==> config.mk <==
export PLATFORM = sky130hd
export DESIGN_NAME = cdts_front_flat
export DESIGN_NICKNAME = d
export VERILOG_FILES = /design/src/rtl/core/cdts_pkg.sv /design/src/rtl/core/cdts_if.sv /design/src/rtl/core/cdts_front.sv /design/src/flat_wrapper.sv
export SDC_FILE = /design/constraint.sdc
export NUM_CORES = 1
export LEC_CHECK = 0
export ABC_AREA = 1
export ABC_CLOCK_PERIOD_IN_PS = 4100
export BUFFER_PORTS_ARGS = -buffer_cell sky130_fd_sc_hd__buf_2
export CORE_ASPECT_RATIO = 0.75
export CORE_MARGIN = 5
export CORE_UTILIZATION = 58
export CTS_BUF_LIST = sky130_fd_sc_hd__clkbuf_4
export DETAILED_ROUTE_END_ITERATION = 10
export GPL_TIMING_DRIVEN = 0
export PLACE_DENSITY = 0.94
export SLEW_MARGIN = 15
export SYNTH_ARGS = -nofsm -noshare
export SYNTH_HDL_FRONTEND = slang
export SYNTH_SLANG_ARGS = --single-unit
==> constraint.sdc <==
create_clock -name i_clk -period 4.1 [get_ports i_clk]
set_input_delay 0.205 -clock i_clk [delete_from_list [all_inputs] [get_ports i_clk]]
set_output_delay 0.205 -clock i_clk [all_outputs]
set_load 0.005 [all_outputs]
==> src/rtl/core/cdts_pkg.sv <==
package cdts_pkg;

    localparam int ID_W     = 6;
    localparam int ID_SLOTS = 64;
    localparam int CNT_W    = 32;
    localparam int LIM_W    = 8;

    // func codes
    localparam logic [1:0] FUNC_HDR   = 2'd0;
    localparam logic [1:0] FUNC_CHILD = 2'd1;
    localparam logic [1:0] FUNC_STEP  = 2'd2;

    // node kinds
    localparam logic [2:0] KIND_NODE    = 3'd0;
    localparam logic [2:0] KIND_MODUL   = 3'd1;
    localparam logic [2:0] KIND_ROOT    = 3'd2;
    localparam logic [2:0] KIND_CONN    = 3'd3;
    localparam logic [2:0] KIND_MODROOT = 3'd4;

    // event kinds
    localparam logic [1:0] EV_ON   = 2'd0;
    localparam logic [1:0] EV_OFF  = 2'd1;
    localparam logic [1:0] EV_FILL = 2'd2;
    localparam logic [1:0] EV_MOD  = 2'd3;

    // config register indexes
    localparam logic [1:0] CFG_ROOT     = 2'd0;
    localparam logic [1:0] CFG_LOOP_EN  = 2'd1;
    localparam logic [1:0] CFG_LOOP_LIM = 2'd2;

    typedef struct packed {
        logic [1:0]       func;
        logic [ID_W-1:0]  node_id;
        logic [2:0]       node_kind;
        logic [LIM_W-1:0] count_limit;
        logic [3:0]       child_total;
        logic [2:0]       child_slot;
        logic [ID_W-1:0]  child_id;
    } t_cmd;

    typedef struct packed {
        logic valid;
        t_cmd cmd;
    } t_qhead;

    typedef struct packed {
        logic [1:0]       kind;
        logic [ID_W-1:0]  node;
        logic [LIM_W-1:0] fill;
        logic [LIM_W-1:0] lim;
    } t_ev;

    typedef struct packed {
        logic            v;
        logic            on;
        logic [ID_W-1:0] node;
    } t_light;

endpackage

==> src/rtl/core/cdts_if.sv <==
interface cdts_in_if;
    logic       valid;
    logic       ready;
    logic [1:0] func;
    logic [5:0] node_id;
    logic [2:0] node_kind;
    logic [7:0] count_limit;
    logic [3:0] child_total;
    logic [2:0] child_slot;
    logic [5:0] child_id;
    modport source (output valid, func, node_id, node_kind, count_limit, child_total,
                    child_slot, child_id, input ready);
    modport sink (input valid, func, node_id, node_kind, count_limit, child_total,
                  child_slot, child_id, output ready);
endinterface


==> src/rtl/core/cdts_front.sv <==
module cdts_front (
    input  logic               i_clk,
    input  logic               i_rst_n,
    cdts_in_if.sink            i_in,
    input  logic               i_pop,
    output cdts_pkg::t_qhead   o_q
);
    cdts_pkg::t_cmd r_mem [2];
    logic           r_wp;
    logic           r_rp;
    logic [1:0]     r_cnt;
    logic           keep;
    logic           push;
    logic           pop;
    cdts_pkg::t_cmd cmd;

    always_comb begin
        cmd.func        = i_in.func;
        cmd.node_id     = i_in.node_id;
        cmd.node_kind   = i_in.node_kind;
        cmd.count_limit = i_in.count_limit;
        cmd.child_total = i_in.child_total;
        cmd.child_slot  = i_in.child_slot;
        cmd.child_id    = i_in.child_id;
        // unknown func codes are taken and dropped here
        keep = i_in.func inside {cdts_pkg::FUNC_HDR, cdts_pkg::FUNC_CHILD,
                                 cdts_pkg::FUNC_STEP};
        push = i_in.valid && i_in.ready && keep;
        pop  = i_pop && (r_cnt != 2'd0);
    end

    assign i_in.ready = (r_cnt != 2'd2);
    assign o_q.valid  = (r_cnt != 2'd0);
    assign o_q.cmd    = r_mem[r_rp];

    always_ff @(posedge i_clk) begin
        if (!i_rst_n) begin
            r_wp  <= 1'b0;
            r_rp  <= 1'b0;
            r_cnt <= 2'd0;
        end else begin
            if (push) begin
                r_mem[r_wp] <= cmd;
                r_wp        <= ~r_wp;
            end
            if (pop) begin
                r_rp <= ~r_rp;
            end
            r_cnt <= r_cnt + 2'(push) - 2'(pop);
        end
    end
endmodule

==> src/flat_wrapper.sv <==
// flat-port wrapper written by rule: the top's interface ports become plain ports
module cdts_front_flat 
  (i_clk, i_rst_n, i_pop, o_q, i_in_valid, i_in_func, i_in_node_id, i_in_node_kind, i_in_count_limit, i_in_child_total, i_in_child_slot, i_in_child_id, i_in_ready);
  cdts_in_if i_in_i ();
  input  logic i_clk;
  input  logic i_rst_n;
  input  logic i_pop;
  output cdts_pkg::t_qhead o_q;
  input wire logic [$bits(i_in_i.valid)-1:0] i_in_valid;
  input wire logic [$bits(i_in_i.func)-1:0] i_in_func;
  input wire logic [$bits(i_in_i.node_id)-1:0] i_in_node_id;
  input wire logic [$bits(i_in_i.node_kind)-1:0] i_in_node_kind;
  input wire logic [$bits(i_in_i.count_limit)-1:0] i_in_count_limit;
  input wire logic [$bits(i_in_i.child_total)-1:0] i_in_child_total;
  input wire logic [$bits(i_in_i.child_slot)-1:0] i_in_child_slot;
  input wire logic [$bits(i_in_i.child_id)-1:0] i_in_child_id;
  output wire logic [$bits(i_in_i.ready)-1:0] i_in_ready;
  assign i_in_i.valid = i_in_valid;
  assign i_in_i.func = i_in_func;
  assign i_in_i.node_id = i_in_node_id;
  assign i_in_i.node_kind = i_in_node_kind;
  assign i_in_i.count_limit = i_in_count_limit;
  assign i_in_i.child_total = i_in_child_total;
  assign i_in_i.child_slot = i_in_child_slot;
  assign i_in_i.child_id = i_in_child_id;
  assign i_in_ready = i_in_i.ready;
  cdts_front u_core (.i_clk(i_clk), .i_rst_n(i_rst_n), .i_in(i_in_i), .i_pop(i_pop), .o_q(o_q));
endmodule
==> flow_metrics.env <==
export IMPL_outcome="completed"
export IMPL_hp_class="input pin to register"
export IMPL_fp_dieW_um=89.2
export IMPL_synth_yosys_seq_area_share_pct=74.2
export IMPL_num_antenna_cells=0
export IMPL_postRouteAntennaNets=0
export IMPL_hpwl_mm=3.32
export IMPL_crit_path_max_incr_delay_ns=0.53
export IMPL_finalWorstSetupSlack_ns=2.37
export IMPL_tns_ns=0
export IMPL_gp_congestion=0.727
export IMPL_nets=292
export IMPL_clockRootBuffer="clkbuf_4"
export IMPL_die_area_um2=6190
export IMPL_grt_max_degree=33
export IMPL_synth_area_um2=2730
export IMPL_cts_buffers=9
export IMPL_synth_cell_types=13
export IMPL_clk_latency_ns=0.40
export IMPL_viasPerCell=4.94
export IMPL_critPathArrivalTime_ns=1.84
export IMPL_die_height_um=69.4
export IMPL_peakVddDrop_mv=0.434
export IMPL_worst_path_buf_inv=3
export IMPL_synth_seq_cells=69
export IMPL_htreeDepth=3
export IMPL_cp_slowest_cell="dlygate4sd3_1"
export IMPL_cp_top_family="buffers and inverters"
export IMPL_multi_input_area_um2=603
export IMPL_setup_viol=0
export IMPL_nFillCells=241
export IMPL_final_cells=316
export IMPL_numClockSinks=69
export IMPL_portBuffers=69
export IMPL_track_usage_pct=17.9
export IMPL_grt_pass1_wl_mm=7.96
export IMPL_setup_worst_path_class="input pin to register"
export IMPL_final_common_cell="buf_2"
export IMPL_grt_pass1_vias=1656
export IMPL_placed_cell_area_um2=3180
export IMPL_fp_row_count=21
export IMPL_rsz0062_at_grt="false"
export IMPL_final_cell_mix="buf_2 (69), edfxtp_1 (64), dlygate4sd3_1 (32), mux2_4 (30)"
export IMPL_drtIter0Drc=76
export IMPL_clock_path_buffers=2
export IMPL_cts_setup_buffers=0
export IMPL_fmax_mhz=578
export IMPL_postLayoutCellArea_um2=3630
export IMPL_vias=1561
export IMPL_place_inst=268
export IMPL_cp_cell_sequence="dlygate4sd3_1 > buf_2 > nand2_1 > nand3_1 > nor2_4 > buf_16"
export IMPL_detail_route_wl_per_cell_um=16.1
export IMPL_tightest_slew_ns=0.699
export IMPL_antenna_found_initial=0
export IMPL_drv_slew=0
export IMPL_path_clk_slew_ns=0.11
export IMPL_wl_mm=5.10
export IMPL_startpoint_type="input pin"
export IMPL_coreArea_um2=4490
export IMPL_cap_violations=0
export IMPL_period_minus_slack_ns=1.73
export IMPL_postLayoutCoreUtil_pct=80.8
export IMPL_pre_cts_ws_ns=2.44
export IMPL_hold_violations=0
export IMPL_end_kind="register"
export IMPL_syn_to_final_growth_pct=33.2
export IMPL_overflow=0
export IMPL_yosys_warnings=0
export IMPL_cts_tree="done"
export IMPL_required_ns=4.20
export IMPL_finalClockSkew_ns=0.0163
export IMPL_p_leak_nw=1.49
export IMPL_initial_core_util_pct=60.7
export IMPL_dr_pass1_iters=4
export IMPL_syn_num_nets=179
export IMPL_syn_inst=141
export IMPL_relSlewSlack_pct=53.3
export IMPL_drive_gt1_share_pct=47.5
export IMPL_avgSynthCellArea_um2=19.3
export IMPL_regArea_um2=2020
export IMPL_path_max_fanout=17
export IMPL_drc=0
export IMPL_io_pins=70
export IMPL_power_density_nw_per_um2=489
export IMPL_post_route_period_util_pct=42.2
[through the flow]
step	hold WS [ns]	total power [mW]
2_1_floorplan	0.298	1.19
3_3_place_gp	0.393	1.33
3_5_place_dp	0.397	1.35
4_1_cts	0.0363	1.78
5_1_grt	0.0440	1.87
6_report	0.0588	1.78
[cell usage after synthesis]
master    count  area (um^2)
buf_12        3         60.1
nand3_1       3         15.0
mux2_4       30          450
nand4_1       1         6.26
dfxtp_1       5          100
nand2_1      11         41.3
a21oi_1       1         5.00
nor2_1        8         30.0
inv_1        10         37.5
buf_6         1         11.3
edfxtp_1     64         1920
mux2_2        2         22.5
ha_1          2         25.0
[worst reg2reg max path: stages, from the launching register on]
cell,delay [ns]
dfxtp_1,0.34
inv_1,0.07
nand2_1,0.11
nand3_1,0.16
nor2_4,0.50
buf_16,0.23
[kinds of logic (layout without fill, tap and decap cells)]
family | after synthesis | count (layout) | synth area share, %
and+or+nand+nor | 23 | 23 | 3.40
DFF | 69 | 69 | 74.2
muxes | 32 | 32 | 17.3
adders and majority gates | 2 | 2 | 0.918
buffers and inverters | 14 | 132 | 3.99
AOI/OAI and AO/OA | 1 | 1 | 0.183
[final cells by class]
class | count | area share [%]
Sequential cell | 69 | 55.7
Timing Repair Buffer | 102 | 19.1
Multi-Input combinational cell | 58 | 16.6
Clock buffer | 11 | 2.27
Buffer | 4 | 1.96
Tap cell | 57 | 1.96
Clock inverter | 5 | 1.41
Inverter | 10 | 1.03
[per-layer routing]
metal | track usage, % | vias up | share of wire [%]
met4 | 5.95 | 0 | 1.4
met2 | 31.6 | 45 | 55
met3 | 6.89 | 6 | 6.4
met1 | 19.1 | 759 | 37
li1 | - | 751 | -
met5 | 0 | - | 0
[what timing repair did]
action / in CTS / in global routing
hold buffers: 32 / 0
endpoints found under the hold margin: 64 / 0
endpoints found under the setup margin: 0 / 0
gates resized for setup: 0 / 0
[where the power goes]
part / internal [mW] / total (mW) / switching (mW)
clock network: 0.196 / 0.413 / 0.217
logic: 0.282 / 0.502 / 0.220
registers: 0.837 / 0.861 / 0.0236
[worst paths after layout]
path	start	to	slack, ns	depth (start not counted)
worst min register to register	u_core.r_rp	u_core.r_rp	0.52	2
worst min-delay path	i_rst_n	u_core.r_cnt[0]	0.06	3
worst max register to register	u_core.r_cnt[0]	u_core.r_mem[1][24]	2.39	5
worst max-delay path	i_in_func[0]	u_core.r_mem[1][24]	2.37	6
[sequential cells by signal (all words and copies together) (netlist names), named ones only]
register,flops
u_core.r_cnt,2
u_core.r_mem,64
u_core.r_rp,1
u_core.r_wp,1
Note: power is estimated with default switching activity, not from simulation.
